`config.mk`:
```
export PLATFORM = sky130hd
export DESIGN_NAME = sonar_sweep_heading_selector
export DESIGN_NICKNAME = d
export VERILOG_FILES = /design/src/hw/rtl/sshs_pkg.sv /design/src/hw/rtl/sshs_ucode_rom.sv /design/src/hw/rtl/sshs_datapath.sv /design/src/hw/rtl/sonar_sweep_heading_selector.sv
export SDC_FILE = /design/constraint.sdc
export NUM_CORES = 1
export LEC_CHECK = 0
export BUFFER_PORTS_ARGS = -buffer_cell sky130_fd_sc_hd__buf_2
export CAP_MARGIN = 10
export CORE_AREA = 2 2 184 367
export DETAILED_ROUTE_END_ITERATION = 12
export DIE_AREA = 0 0 186 369
export SETUP_SLACK_MARGIN = 0.5
export SLEW_MARGIN = 30
export SYNTH_ARGS = -nofsm -noshare
export SYNTH_HDL_FRONTEND = slang
export SYNTH_HIERARCHICAL = 1
export SYNTH_SLANG_ARGS = --single-unit
export TNS_END_PERCENT = 30
```
`constraint.sdc`:
```
create_clock -name clock -period 13.9 [get_ports clock]
set_input_delay 0 -clock clock [delete_from_list [all_inputs] [get_ports clock]]
set_output_delay 0 -clock clock [all_outputs]
set_load 0.02 [all_outputs]
```
`src/hw/rtl/sshs_pkg.sv`:
```
package sshs_pkg;

   // channel widths
   localparam int ReqDataW = 16;
   localparam int RspDataW = 32;
   localparam int CsrIdxW  = 3;
   localparam int CsrDataW = 16;

   // register indexes on the csr port
   localparam logic [CsrIdxW-1:0] CSR_STEP_INTERVAL = 3'd0;
   localparam logic [CsrIdxW-1:0] CSR_SETTLE        = 3'd1;
   localparam logic [CsrIdxW-1:0] CSR_MIN_ECHO      = 3'd2;
   localparam logic [CsrIdxW-1:0] CSR_MAX_ECHO      = 3'd3;
   localparam logic [CsrIdxW-1:0] CSR_CRUISE        = 3'd4;
   localparam logic [CsrIdxW-1:0] CSR_REACT         = 3'd5;

   // microcode program counter
   localparam int PcW = 4;
   typedef logic [PcW-1:0] pc_type;

   localparam pc_type PC_FETCH = 4'd0;
   localparam pc_type PC_SEQ   = 4'd1;
   localparam pc_type PC_TEST  = 4'd2;
   localparam pc_type PC_PINIT = 4'd3;
   localparam pc_type PC_PREAD = 4'd4;
   localparam pc_type PC_PACC  = 4'd5;
   localparam pc_type PC_PEND  = 4'd6;
   localparam pc_type PC_STORE = 4'd7;
   localparam pc_type PC_DRIVE = 4'd8;
   localparam pc_type PC_EMIT  = 4'd9;

   // datapath operation of one step
   typedef enum logic [3:0] {
      OP_FETCH,
      OP_SEQ,
      OP_NOP,
      OP_PINIT,
      OP_PREAD,
      OP_PACC,
      OP_PEND,
      OP_STORE,
      OP_DRIVE,
      OP_EMIT
   } op_type;

   // how the step counter moves on
   typedef enum logic [2:0] {
      BR_NEXT,
      BR_WAIT_IN,
      BR_NO_PICK,
      BR_MORE,
      BR_WAIT_OUT
   } br_type;

   typedef struct packed {
      op_type op;
      br_type br;
      pc_type target;
   } uword_type;

   // datapath flags seen by the sequencer
   typedef struct packed {
      logic pick;
      logic more;
      logic out_free;
   } dp_stat_type;

endpackage

```
`src/hw/rtl/sshs_ucode_rom.sv`:
```
module sshs_ucode_rom (
   input  sshs_pkg::pc_type    pc,
   output sshs_pkg::uword_type uw
);
   import sshs_pkg::*;

   // one control word per program step
   always_comb begin
      case (pc)
         PC_FETCH: uw = '{op: OP_FETCH, br: BR_WAIT_IN,  target: PC_FETCH};
         PC_SEQ:   uw = '{op: OP_SEQ,   br: BR_NEXT,     target: PC_FETCH};
         PC_TEST:  uw = '{op: OP_NOP,   br: BR_NO_PICK,  target: PC_STORE};
         PC_PINIT: uw = '{op: OP_PINIT, br: BR_NEXT,     target: PC_FETCH};
         PC_PREAD: uw = '{op: OP_PREAD, br: BR_NEXT,     target: PC_FETCH};
         PC_PACC:  uw = '{op: OP_PACC,  br: BR_MORE,     target: PC_PREAD};
         PC_PEND:  uw = '{op: OP_PEND,  br: BR_NEXT,     target: PC_FETCH};
         PC_STORE: uw = '{op: OP_STORE, br: BR_NEXT,     target: PC_FETCH};
         PC_DRIVE: uw = '{op: OP_DRIVE, br: BR_NEXT,     target: PC_FETCH};
         PC_EMIT:  uw = '{op: OP_EMIT,  br: BR_WAIT_OUT, target: PC_FETCH};
         default:  uw = '{op: OP_NOP,   br: BR_WAIT_OUT, target: PC_FETCH};
      endcase
   end

endmodule

```
`src/hw/rtl/sshs_datapath.sv`:
```
module sshs_datapath #(
   parameter int NUM_ANGLES = 7,
   parameter int STEP_DEG   = 15
) (
   input  logic                          clock,
   input  logic                          reset,
   input  sshs_pkg::uword_type           uw,
   input  logic                          req_tvalid,
   input  logic [sshs_pkg::ReqDataW-1:0] req_tdata,
   input  logic                          req_tuser,
   input  logic                          rsp_tready,
   output logic                          rsp_tvalid,
   output logic [sshs_pkg::RspDataW-1:0] rsp_tdata,
   input  logic                          csr_we,
   input  logic [sshs_pkg::CsrIdxW-1:0]  csr_index,
   input  logic [sshs_pkg::CsrDataW-1:0] csr_wdata,
   output sshs_pkg::dp_stat_type         stat
);
   import sshs_pkg::*;

   localparam int IW      = $clog2(NUM_ANGLES);
   localparam int AW      = IW + 6;
   localparam int OFF_MAX = (NUM_ANGLES - 1) * STEP_DEG;
   localparam int OW      = $clog2(2 * OFF_MAX + 256) + 1;
   localparam int SW      = 18;

   localparam logic [IW-1:0] LAST_IDX  = IW'(NUM_ANGLES - 1);
   localparam logic [IW-1:0] MID_IDX   = IW'(NUM_ANGLES / 2);
   localparam logic [IW:0]   LAST_WIDE = (IW + 1)'(NUM_ANGLES - 1);
   localparam logic [AW-1:0] SERVO_MAX = AW'(180);

   localparam logic [1:0] PH_STEP   = 2'd0;
   localparam logic [1:0] PH_SETTLE = 2'd1;
   localparam logic [1:0] PH_ECHO   = 2'd2;

   // configuration
   logic [15:0] step_int_ff, settle_ff, min_echo_ff, max_echo_ff;
   logic [7:0]  cruise_ff;
   logic [6:0]  react_ff;

   // latched beat
   logic        kind_ff, kind_in;
   logic [15:0] echo_ff, echo_in;

   // sweep sequencer state
   logic [31:0]   now_ff, now_in, last_ff, last_in, move_ff, move_in;
   logic [1:0]    phase_ff, phase_in;
   logic [IW-1:0] scan_ff, scan_in, sample_ff, sample_in, heading_ff, heading_in;
   logic          down_ff, down_in, trig_ff, trig_in, pick_ff, pick_in;
   logic [7:0]    servo_ff, servo_in;

   // heading search
   logic [IW-1:0] k_ff, k_in, bi_ff, bi_in;
   logic [15:0]   w1_ff, w1_in, w2_ff, w2_in;
   logic [SW-1:0] best_ff, best_in;
   logic          found_ff, found_in;

   // steering results
   logic [7:0] speed_ff, speed_in;
   logic [6:0] dir_ff, dir_in, hdeg_ff, hdeg_in;

   // result register
   logic                rsp_valid_ff, rsp_valid_in;
   logic [RspDataW-1:0] rsp_data_ff, rsp_data_in;

   // echo store with per-entry valid bits
   logic [15:0] mem [NUM_ANGLES];
   logic        vld_ff [NUM_ANGLES];
   logic [15:0] rd_data_ff;
   logic        rd_vld_ff;
   logic        mem_we;
   logic [15:0] mem_wdata;

   // combinational helpers
   logic [31:0]          base, diff, limit;
   logic                 ge;
   logic [IW:0]          sc;
   logic [AW-1:0]        sprod, hprod;
   logic [15:0]          rd_val;
   logic [SW-1:0]        sum;
   logic signed [OW-1:0] o2, o2r, half, thr, offv, noff;
   logic [OW-1:0]        mag, cru;
   logic                 steer;
   logic                 out_free;

   assign out_free = !rsp_valid_ff || rsp_tready;
   assign stat.pick     = pick_ff;
   assign stat.more     = (k_ff != LAST_IDX);
   assign stat.out_free = out_free;

   assign rsp_tvalid = rsp_valid_ff;
   assign rsp_tdata  = rsp_data_ff;

   // elapsed time against the limit of the current phase
   assign base  = (phase_ff == PH_SETTLE) ? move_ff : last_ff;
   assign limit = (phase_ff == PH_SETTLE) ? {16'd0, settle_ff} : {16'd0, step_int_ff};
   assign diff  = now_ff - base;
   assign ge    = (diff >= limit);

   // next scan position in the sweep
   always_comb begin
      if (down_ff) begin
         sc = (scan_ff != '0) ? ({1'b0, scan_ff} - 1'b1) : {1'b0, scan_ff};
      end else begin
         sc = {1'b0, scan_ff} + 1'b1;
      end
   end

   assign sprod = AW'(scan_ff) * AW'(STEP_DEG);

   // box sum over the current entry and the two before it
   assign rd_val = rd_vld_ff ? rd_data_ff : 16'd0;
   assign sum    = SW'(rd_val) + SW'(w1_ff) + SW'(w2_ff);

   // steering offset in half degrees, then truncated to degrees
   assign hprod = AW'(heading_ff) * AW'(STEP_DEG);
   assign o2    = OW'({hprod, 1'b0}) - OW'(OFF_MAX);
   assign thr   = OW'({react_ff, 1'b0});
   assign steer = (o2 > thr) || (o2 < -thr);
   assign o2r   = o2 + $signed({{(OW - 1){1'b0}}, o2[OW-1]});
   assign half  = o2r >>> 1;
   assign offv  = steer ? half : '0;
   assign noff  = -offv;
   assign mag   = offv[OW-1] ? noff : offv;
   assign cru   = OW'(cruise_ff);

   // microcode step execution
   always_comb begin
      kind_in      = kind_ff;
      echo_in      = echo_ff;
      now_in       = now_ff;
      last_in      = last_ff;
      move_in      = move_ff;
      phase_in     = phase_ff;
      scan_in      = scan_ff;
      sample_in    = sample_ff;
      heading_in   = heading_ff;
      down_in      = down_ff;
      trig_in      = trig_ff;
      pick_in      = pick_ff;
      servo_in     = servo_ff;
      k_in         = k_ff;
      bi_in        = bi_ff;
      w1_in        = w1_ff;
      w2_in        = w2_ff;
      best_in      = best_ff;
      found_in     = found_ff;
      speed_in     = speed_ff;
      dir_in       = dir_ff;
      hdeg_in      = hdeg_ff;
      rsp_valid_in = rsp_valid_ff && !rsp_tready;
      rsp_data_in  = rsp_data_ff;
      mem_we       = 1'b0;
      mem_wdata    = ((echo_ff < max_echo_ff) && (echo_ff > min_echo_ff)) ? echo_ff : 16'd0;

      case (uw.op)
         OP_FETCH: begin
            if (req_tvalid) begin
               kind_in = req_tuser;
               echo_in = req_tdata;
               if (!req_tuser) begin
                  now_in = now_ff + 32'd1;
               end
            end
         end
         OP_SEQ: begin
            trig_in = 1'b0;
            pick_in = 1'b0;
            case (phase_ff)
               PH_STEP: begin
                  if (ge) begin
                     last_in   = now_ff;
                     move_in   = now_ff;
                     pick_in   = (scan_ff == '0) || (scan_ff == LAST_IDX);
                     sample_in = scan_ff;
                     servo_in  = (sprod > SERVO_MAX) ? 8'd180 : sprod[7:0];
                     phase_in  = PH_SETTLE;
                  end
               end
               PH_SETTLE: begin
                  if (ge) begin
                     trig_in  = 1'b1;
                     phase_in = PH_ECHO;
                     scan_in  = sc[IW-1:0];
                     if (sc >= LAST_WIDE) begin
                        scan_in = LAST_IDX;
                        down_in = 1'b1;
                     end else if (sc == '0) begin
                        down_in = 1'b0;
                     end
                  end
               end
               default: begin
                  if (kind_ff || (diff > limit)) begin
                     phase_in = PH_STEP;
                  end
               end
            endcase
         end
         OP_PINIT: begin
            k_in     = '0;
            bi_in    = '0;
            w1_in    = 16'd0;
            w2_in    = 16'd0;
            best_in  = '0;
            found_in = 1'b0;
         end
         OP_PACC: begin
            if (k_ff == '0) begin
               best_in = sum;
            end else if (sum > best_ff) begin
               best_in  = sum;
               bi_in    = k_ff;
               found_in = 1'b1;
            end
            w2_in = w1_ff;
            w1_in = rd_val;
            k_in  = k_ff + 1'b1;
         end
         OP_PEND: begin
            heading_in = found_ff ? bi_ff : MID_IDX;
         end
         OP_STORE: begin
            mem_we = kind_ff;
         end
         OP_DRIVE: begin
            hdeg_in = hprod[6:0];
            dir_in  = noff[6:0];
            if (offv == '0) begin
               speed_in = cruise_ff;
            end else if ({1'b0, cru} >= {mag, 1'b0}) begin
               speed_in = 8'd255;
            end else if (cru >= mag) begin
               speed_in = 8'd200;
            end else begin
               speed_in = 8'd0;
            end
         end
         OP_EMIT: begin
            if (out_free) begin
               rsp_valid_in = 1'b1;
               rsp_data_in  = {dir_ff, speed_ff, hdeg_ff, phase_ff, trig_ff, servo_ff[6:0]};
            end
         end
         default: begin
         end
      endcase
   end

   // control registers
   always_ff @(posedge clock) begin
      if (reset) begin
         now_ff       <= '0;
         last_ff      <= '0;
         move_ff      <= '0;
         phase_ff     <= PH_STEP;
         scan_ff      <= '0;
         sample_ff    <= '0;
         heading_ff   <= '0;
         down_ff      <= 1'b0;
         trig_ff      <= 1'b0;
         pick_ff      <= 1'b0;
         servo_ff     <= '0;
         rsp_valid_ff <= 1'b0;
      end else begin
         now_ff       <= now_in;
         last_ff      <= last_in;
         move_ff      <= move_in;
         phase_ff     <= phase_in;
         scan_ff      <= scan_in;
         sample_ff    <= sample_in;
         heading_ff   <= heading_in;
         down_ff      <= down_in;
         trig_ff      <= trig_in;
         pick_ff      <= pick_in;
         servo_ff     <= servo_in;
         rsp_valid_ff <= rsp_valid_in;
      end
   end

   // payload and search working registers
   always_ff @(posedge clock) begin
      kind_ff     <= kind_in;
      echo_ff     <= echo_in;
      k_ff        <= k_in;
      bi_ff       <= bi_in;
      w1_ff       <= w1_in;
      w2_ff       <= w2_in;
      best_ff     <= best_in;
      found_ff    <= found_in;
      speed_ff    <= speed_in;
      dir_ff      <= dir_in;
      hdeg_ff     <= hdeg_in;
      rsp_data_ff <= rsp_data_in;
   end

   // configuration writes
   always_ff @(posedge clock) begin
      if (reset) begin
         step_int_ff <= 16'd200;
         settle_ff   <= 16'd100;
         min_echo_ff <= 16'd100;
         max_echo_ff <= 16'd20000;
         cruise_ff   <= 8'd120;
         react_ff    <= 7'd10;
      end else if (csr_we) begin
         case (csr_index)
            CSR_STEP_INTERVAL: step_int_ff <= csr_wdata;
            CSR_SETTLE:        settle_ff   <= csr_wdata;
            CSR_MIN_ECHO:      min_echo_ff <= csr_wdata;
            CSR_MAX_ECHO:      max_echo_ff <= csr_wdata;
            CSR_CRUISE:        cruise_ff   <= csr_wdata[7:0];
            CSR_REACT:         react_ff    <= csr_wdata[6:0];
            default: begin
            end
         endcase
      end
   end

   // echo store: one write port, one registered read port
   always_ff @(posedge clock) begin
      if (mem_we) begin
         mem[sample_ff] <= mem_wdata;
      end
      if (uw.op == OP_PREAD) begin
         rd_data_ff <= mem[k_ff];
      end
   end

   // entry valid bits, cleared by reset
   always_ff @(posedge clock) begin
      if (reset) begin
         for (int i = 0; i < NUM_ANGLES; i++) begin
            vld_ff[i] <= 1'b0;
         end
      end else if (mem_we) begin
         vld_ff[sample_ff] <= 1'b1;
      end
   end

   always_ff @(posedge clock) begin
      if (uw.op == OP_PREAD) begin
         rd_vld_ff <= vld_ff[k_ff];
      end
   end

endmodule

```
`src/hw/rtl/sonar_sweep_heading_selector.sv`:
```
// channel | dir | beat contents
// req     | in  | tdata: echo_us[15:0]; tuser: kind
// rsp     | out | tdata: servo_angle, trigger, phase, heading_deg, drive_speed, jet_dir
// csr     | in  | csr_we, csr_index, csr_wdata; no read-back
//
// one beat at a time under a microcode program; a step at a sweep end also
// runs the heading search, which reads the echo store entries one at a time,
// each with a read step and then an accumulate step.
// reset is synchronous, req_tready low meanwhile; echo store cleared by valid bits.
// a result held in the output register does not stop the next req beat;
// the emit step of that beat waits until the held result is taken.
module sonar_sweep_heading_selector #(
   parameter int NUM_ANGLES = 7,
   parameter int STEP_DEG   = 15
) (
   input  logic                          clock,
   input  logic                          reset,
   input  logic                          req_tvalid,
   output logic                          req_tready,
   input  logic [sshs_pkg::ReqDataW-1:0] req_tdata,  // echo_us
   input  logic                          req_tuser,  // kind
   output logic                          rsp_tvalid,
   input  logic                          rsp_tready,
   // servo_angle[6:0], trigger[7], phase[9:8], heading_deg[16:10],
   // drive_speed[24:17], jet_dir[31:25]
   output logic [sshs_pkg::RspDataW-1:0] rsp_tdata,
   input  logic                          csr_we,
   input  logic [sshs_pkg::CsrIdxW-1:0]  csr_index,
   input  logic [sshs_pkg::CsrDataW-1:0] csr_wdata
);
   import sshs_pkg::*;

   pc_type      pc_ff, pc_in;
   uword_type   uw;
   dp_stat_type stat;

   sshs_ucode_rom u_rom (
      .pc (pc_ff),
      .uw (uw)
   );

   sshs_datapath #(
      .NUM_ANGLES (NUM_ANGLES),
      .STEP_DEG   (STEP_DEG)
   ) u_dp (
      .clock      (clock),
      .reset      (reset),
      .uw         (uw),
      .req_tvalid (req_tvalid),
      .req_tdata  (req_tdata),
      .req_tuser  (req_tuser),
      .rsp_tready (rsp_tready),
      .rsp_tvalid (rsp_tvalid),
      .rsp_tdata  (rsp_tdata),
      .csr_we     (csr_we),
      .csr_index  (csr_index),
      .csr_wdata  (csr_wdata),
      .stat       (stat)
   );

   assign req_tready = (uw.op == OP_FETCH) && !reset;

   // step counter with conditional jumps
   always_comb begin
      case (uw.br)
         BR_WAIT_IN:  pc_in = req_tvalid ? pc_ff + 1'b1 : pc_ff;
         BR_NO_PICK:  pc_in = stat.pick ? pc_ff + 1'b1 : uw.target;
         BR_MORE:     pc_in = stat.more ? uw.target : pc_ff + 1'b1;
         BR_WAIT_OUT: pc_in = stat.out_free ? uw.target : pc_ff;
         default:     pc_in = pc_ff + 1'b1;
      endcase
   end

   always_ff @(posedge clock) begin
      if (reset) begin
         pc_ff <= PC_FETCH;
      end else begin
         pc_ff <= pc_in;
      end
   end

endmodule

```
Word level (Yosys, flattened, before mapping)
Memory sizes are Yosys's and may differ from the RTL's. A register that Yosys moved wholly into a read port is not among the register bits.
Index checks and enable logic that the tools add are counted.
{ "word_totals": {"regBits": 297, "mem_bits_rw": 119, "rom_bits": 160, "input_bits": 41, "output_inout_bits": 34, "word_cells": 178, "mem_count": 3} }
{ "op_classes": {"addsub": 12, "multipliers": 2, "magnitude_cmp": 11, "n_eq_ne": 27, "mux": 54, "n_bitwise": 1, "reduce_logical": 38} }
{ "memory_table": {"columns": ["memory", "words", "width", "read_ports", "rd_ports_with_merged_regs", "write_ports", "line_no", "text"], "rows": [
  ["(name not given)", 16, 10, 1, 1, 0, "sshs_ucode_rom.sv:9", "case (pc)"],
  ["u_dp.mem", 7, 16, 1, 1, 1, "sshs_datapath.sv:67", "logic [15:0] mem [NUM_ANGLES];"],
  ["u_dp.vld_ff", 7, 1, 1, 1, 7, "sshs_datapath.sv:68", "logic vld_ff [NUM_ANGLES];"]
]} }
{ "op_table": {"columns": ["operator", "count"], "rows": [
  ["$pmux 16 s2", 2],
  ["$mux 16", 3],
  ["$mux 18", 2],
  ["$pmux 18 s2", 1],
  ["$add 32x1->32 const B", 1],
  ["$ge 32x32->1", 1],
  ["$gt 32x32->1", 1],
  ["$mux 4", 8],
  ["$sub 32x32->32", 1],
  ["$mux 8", 3],
  ["$mux 10", 2],
  ["$reduce_and 2->1", 10],
  ["$mux 1", 19],
  ["$add 18x16->18", 1],
  ["$gt 18x18->1", 1],
  ["$add 16x16->17", 1],
  ["$eq 4x3->1 const B", 4],
  ["$gt 16x16->1", 1],
  ["$lt 16x16->1", 1],
  ["$pmux 4 s4", 1],
  ["$mux 3", 5],
  ["$mul 3x4->7 const B", 2],
  ["$eq 3x2->1 const B", 4],
  ["$eq 3x3->1 const B", 4],
  ["41 further kinds", 66]
]} }

Depth between registers and ports, before layout
{ "logic_depth": {"ltp_word": 11, "depth_mapped": 30, "ltp_nobuf": 29} }

Hierarchy
Netlist, hierarchy kept.
{ "by_module_without_submodules": {"columns": ["mod", "n_inst", "cells_per_inst", "area_per_inst_um2", "seq_area_each_um2"], "rows": [
  ["sshs_datapath", 1, 2072, 22406.5, 11230.8],
  ["sonar_sweep_heading_selector", 1, 46, 360.3, 80.1],
  ["sshs_ucode_rom", 1, 16, 126.4, 0.0]
]} }

Least setup slack after synthesis
No wires, ideal clock.
{ "synth_timing": {"kind": "flip-flop to flip-flop", "start": "register u_dp.heading_ff[0]", "end": "register u_dp.speed_ff[3], data pin", "setup_time_ps": 261, "arrival_time_ps": 5951, "t_required_ps": 13639, "setup_slack_ps": 7688, "stages_incl_launch_ff": 30, "n_path_buf": 2, "synth_period_minus_slack_ps": 6212, "path_cell_list": "dfxtp_1 -> fa_1 -> ha_1 -> fa_1 -> nand2_1 -> or2_2 -> xnor2_1 -> inv_1 -> ha_1 -> o21a_1 -> o21a_1 -> o21a_1 -> o21ai_0 -> a211o_1 -> clkbuf_1 -> nand2_1 -> ha_1 -> clkbuf_1 -> nor2_1 -> xor2_1 -> nand2_1 -> ha_1 -> a21o_1 -> a21oi_1 -> nor2b_1 -> o21ai_0 -> nand2b_1 -> a21oi_1 -> nand2_1 -> o32a_1"} }
{ "synth_via": {"elab_chain_cells": 11, "word_cells_on_any_way": 15, "classes_between": "3 x add/sub; 1 x mul; 4 x order compare; 5 x mux; 2 x reduce/logical"} }
{ "synth_rtl": {"columns": ["item", "line_no", "text"], "rows": [
  ["start: declaration", "sshs_datapath.sv:48", "logic [IW-1:0] scan_ff, scan_in, sample_ff, sample_in, heading_ff, heading_in;"],
  ["start signal: assignment", "sshs_datapath.sv:272", "heading_ff <= heading_in;"],
  ["$mul 3x4->7 (*)", "sshs_datapath.sv:116", "assign hprod = AW'(heading_ff) * AW'(STEP_DEG);"],
  ["via u_dp.hprod[3]", "sshs_datapath.sv:78", "logic [AW-1:0] sprod, hprod;"],
  ["$sub 8x7->9 (*)", "sshs_datapath.sv:117", "assign o2 = OW'({hprod, 1'b0}) - OW'(OFF_MAX);"],
  ["$gt 10x9->1 or $lt 10x10->1 (tied branches)", "sshs_datapath.sv:119", "assign steer = (o2 > thr) || (o2 < -thr);"],
  ["$logic_or 1x1->1", "sshs_datapath.sv:119", null],
  ["$mux 10 (*)", "sshs_datapath.sv:122", "assign offv = steer ? half : '0;"],
  ["$neg 10->10", "sshs_datapath.sv:123", "assign noff = -offv;"],
  ["$mux 10", "sshs_datapath.sv:124", "assign mag = offv[OW-1] ? noff : offv;"],
  ["$ge 8x10->1", "sshs_datapath.sv:233", "end else if (cru >= mag) begin"],
  ["$mux 8", "sshs_datapath.sv:233", null],
  ["$mux 8", "sshs_datapath.sv:231", "end else if ({1'b0, cru} >= {mag, 1'b0}) begin"],
  ["$mux 8 (*)", "sshs_datapath.sv:229", "if (offv == '0) begin"],
  ["end signal: assignment", "sshs_datapath.sv:291", "speed_ff <= speed_in;"],
  ["end: declaration", "sshs_datapath.sv:59", "logic [7:0] speed_ff, speed_in;"]
]} }
The timed path passes the listed nets; every way through them passes the cells marked *.
A chain may end at the register's enable or synchronous reset.

Worst setup path after layout
{ "layout_timing": {"start": "register u_dp.heading_ff[0]", "end": "register u_dp.speed_ff[7], data pin"} }
The elaborated chain is that of the path after synthesis.

==> summary.md <==
| Metric | Value |
|---|---|
| CTS Sinks | 433 |
| RSZ-0062 raised after global routing | false |
| Core area | 0.0657 sq mm |
| Cells after Synth | 2134 |
| Drt first pass iters | 6 |
| Hold Crit Start | csr_index[1] |
| CTS resizes | 0 |
| Largest net degree at the start of global routing | 95 |
| IO Pins | 75 |
| Peak VDD IR | 0.0873 mV |
| Count of buffer and inverter cells on the critical path | 1 |
| Non-Filler Instances | 3141 |
| Htree depth | 2 |
| Clock Skew | 0.0181 ns |
| Setup_tns | 0 ns |
| DR vias/cell | 5.06 |
| Layout cell share with drive strength beyond 1 | 10.4% |
| Syn avg cell area | 10.7 sq um |
| Die Y | 369 microns |
| Die Width | 186 microns |
| R2R depth | 27 |
| Fmax | 147 MHz |
| CTS Buf Count | 41 |
| GR Util All Layers | 16.1% |
| Die area | 0.0686 sq mm |
| Clock transition at the registers of the reported paths | 0.07 ns |
| HP Class | in2reg |
| Hold Vio Cnt, Final | 0 |
| Final min period | 6.81 ns |
| Most used DFF post-synth | edfxtp_1 |
| Leak pwr | 0.0101 uW |
| Worst reg-to-reg setup slack | 7.09 ns |
| Reg-to-Reg End | u_dp/speed_ff[7] |
| GP Congestion | 0.844 |
| Max FO, Critical Path | 14 |
| Post-route clock period utilization | 49.0% |
| Flops & latches, synth | 433 |
| Residual DRC count | 0 |
| Clock root buffer | clkbuf_16 |
| Nets | 2461 |
| CTS Buffer Depth | 3 |
| Worst-Margin Slew | 1.04 ns |
| Starting Density | 34.8% |
| Crit end category | flip-flop |
| Clock latency on the worst-skew pair | 0.56 ns |
| Top delay family on crit path | adder cells |
| Reg2Reg Launch Point | u_dp/heading_ff[0] |
| Antenna violations before repair | 3 |
| Hold Crit Endpoint | u_dp/min_echo_ff[3] |
| Max-Cap Viols | 0 |
| Number of global-route vias before repair | 16600 |
| Detailed Route Iter0 Violations | 673 |
| CP arrival | 7.12 ns |
| Register area share after synthesis | 49.4% |
| Final WS setup | 7.09 ns |
| Power density over the cells | 143 mW/mm^2 |
| Synth cell types | 82 |
| Crit-path slowest cell | fa_1 |
| Number of synthesized flops with an enable pin | 264 |
| FFs w/ async S/R, synth | 0% |
| CTS tree | built |
| Synth-to-layout area growth | 13.5% |
| Worst endpoint required time | 14.21 ns |
| Yosys warnings | 6 |
| Post-DP HPWL | 40.8 mm |
| Hold depth | 6 |
| Max_slew headroom | 30.0% |
| Final ANT Viol Nets | 0 |
| Slew Limit Fails | 0 |
| First-pass GRT wire length | 86.6 mm |
| Placed instance count | 3023 |
| Synthesized area | 0.0229 sq mm |
| Crit path kind | reg2reg |
| Vias | 15900 |
| CP Launch Type | flip-flop |
| Site Rows | 133 |
| Final WL | 54.8 mm |
| # setup viols final | 0 |
| CP max stage delay | 0.56 ns |
| Syn nets | 2366 |
| Post-place setup slack | 7.16 ns |
| Status | finished, final reports clean |
| I/O Buffers | 74 |
| Grt ovf | 0 |
| Wirelength per Cell | 17.5 microns |
[synth_stat cells, drive strengths merged, types with 50 or more instances]
cell / number / area share (%)
and3: 50 / 1.4
xnor2: 52 / 2.0
a21oi: 138 / 3.0
edfxtp: 264 / 35
o21ai: 73 / 1.6
and2: 57 / 1.6
nor2: 149 / 2.4
dfxtp: 169 / 15
ha: 167 / 9.1
nand2: 247 / 4.0
mux2i: 85 / 3.7
clkbuf: 59 / 0.97
inv: 134 / 2.2
[logic make-up after synthesis]
logic type,count (synthesis),synth area share [%]
AOI/OAI and AO/OA,363,10.2
DFF,433,49.4
muxes,123,6.47
and+or+nand+nor,726,15.6
adders and majority gates,191,11.2
xor gates and xnor gates,83,3.18
other,2,0.0328
buffers and inverters,213,3.86
[per-layer routing]
layer  wire length [microns]  part of all wire, %  global-route usage, %
met1                   19700                   36                   15.7
met2                   30600                   56                   32.0
met3                    1550                  2.8                   1.85
met4                    2920                  5.3                   8.42
met5                      16                0.029                      0
[cell usage in the layout, fill, tap and decap left out, types with 20 or more instances in the layout]
cell,n
nand4_1,26
and2_1,57
nor2_1,145
nor3_1,24
xor2_1,31
edfxtp_1,264
a21oi_1,136
clkbuf_16,43
a21o_1,41
mux2_2,20
nand2_1,247
dlygate4sd3_1,39
ha_1,167
dfxtp_1,169
nor2b_1,24
mux2i_1,85
o21ai_0,70
nand2b_1,25
xnor2_1,52
buf_2,73
nand3_1,41
o21a_1,29
inv_1,133
and3_1,50
fa_1,24
[stage by stage]
step                      area, sq um  utilization [%]  hold WS (ns)  total power [uW]
after CTS                       25900             39.5        0.0259              3750
after floorplan                 22900                -        0.0710              2310
after global placement          24200             36.8         0.180              2550
final                           26000             39.5        0.0553              3710
after detailed placement        24200             36.8         0.179              2590
after global routing            26000             39.5         0.110              3910
[layout make-up]
class / instances / area (sq um)
antenna: 4 / 10.0
tap: 877 / 1100
sequential: 433 / 11300
timing repair buffer: 131 / 930
clock inverter: 17 / 180
multi-input combinational: 1488 / 10800
fill: 6345 / 39800
inverter: 134 / 503
clock buffer: 57 / 1170
[worst register-to-register path: cells and delay by family, from the launching register on]
kind,cells,cell delay [ns]
XOR/XNOR,2,0.50
AO/OA/AOI/OAI,10,1.94
AND/OR/NAND/NOR,8,1.11
adder cells (fa/ha/maj),6,2.30
buffers and inverters,1,0.16
flip-flops,1,0.55
[worst max-delay path by stage]
| stage | from | endpoint | slack, ns | cells after the start |
|---|---|---|---|---|
| floorplan | u_dp/heading_ff[0] | u_dp/speed_ff[3] | 7.69 | 29 |
| global placement | u_dp/heading_ff[0] | u_dp/speed_ff[3] | 7.36 | 27 |
| detailed placement | u_dp/heading_ff[0] | u_dp/speed_ff[3] | 7.16 | 27 |
| CTS | u_dp/heading_ff[0] | u_dp/speed_ff[7] | 7.14 | 27 |
| global route | u_dp/heading_ff[0] | u_dp/speed_ff[7] | 6.51 | 27 |
| finish | u_dp/heading_ff[0] | u_dp/speed_ff[7] | 7.09 | 27 |
[state kept, by name, summed over array words and instances (netlist names), 16 cells and up]
name / count
u_dp/best_ff: 18
u_dp/max_echo_ff: 16
u_dp/w1_ff: 16
u_dp/step_int_ff: 16
u_dp/rd_data_ff: 16
u_dp/mem: 112
u_dp/min_echo_ff: 16
u_dp/rsp_tdata: 32
u_dp/echo_ff: 16
u_dp/w2_ff: 16
u_dp/now_ff: 32
u_dp/move_ff: 32
u_dp/settle_ff: 16
[power breakdown]
group          internal (uW)  total, uW  leakage (uW)  switching [uW]
logic                    418       1010       0.00570             592
registers               1490       1560       0.00380            64.8
clock network            648       1140      0.000649             496
total                   2560       3710        0.0101            1150
[timing repair]
action,4_1_cts,5_1_grt
hold endpoints to repair,152,0
hold buffers,39,0
buffers inserted,0,0
Power figures use the tool's default switching activity.
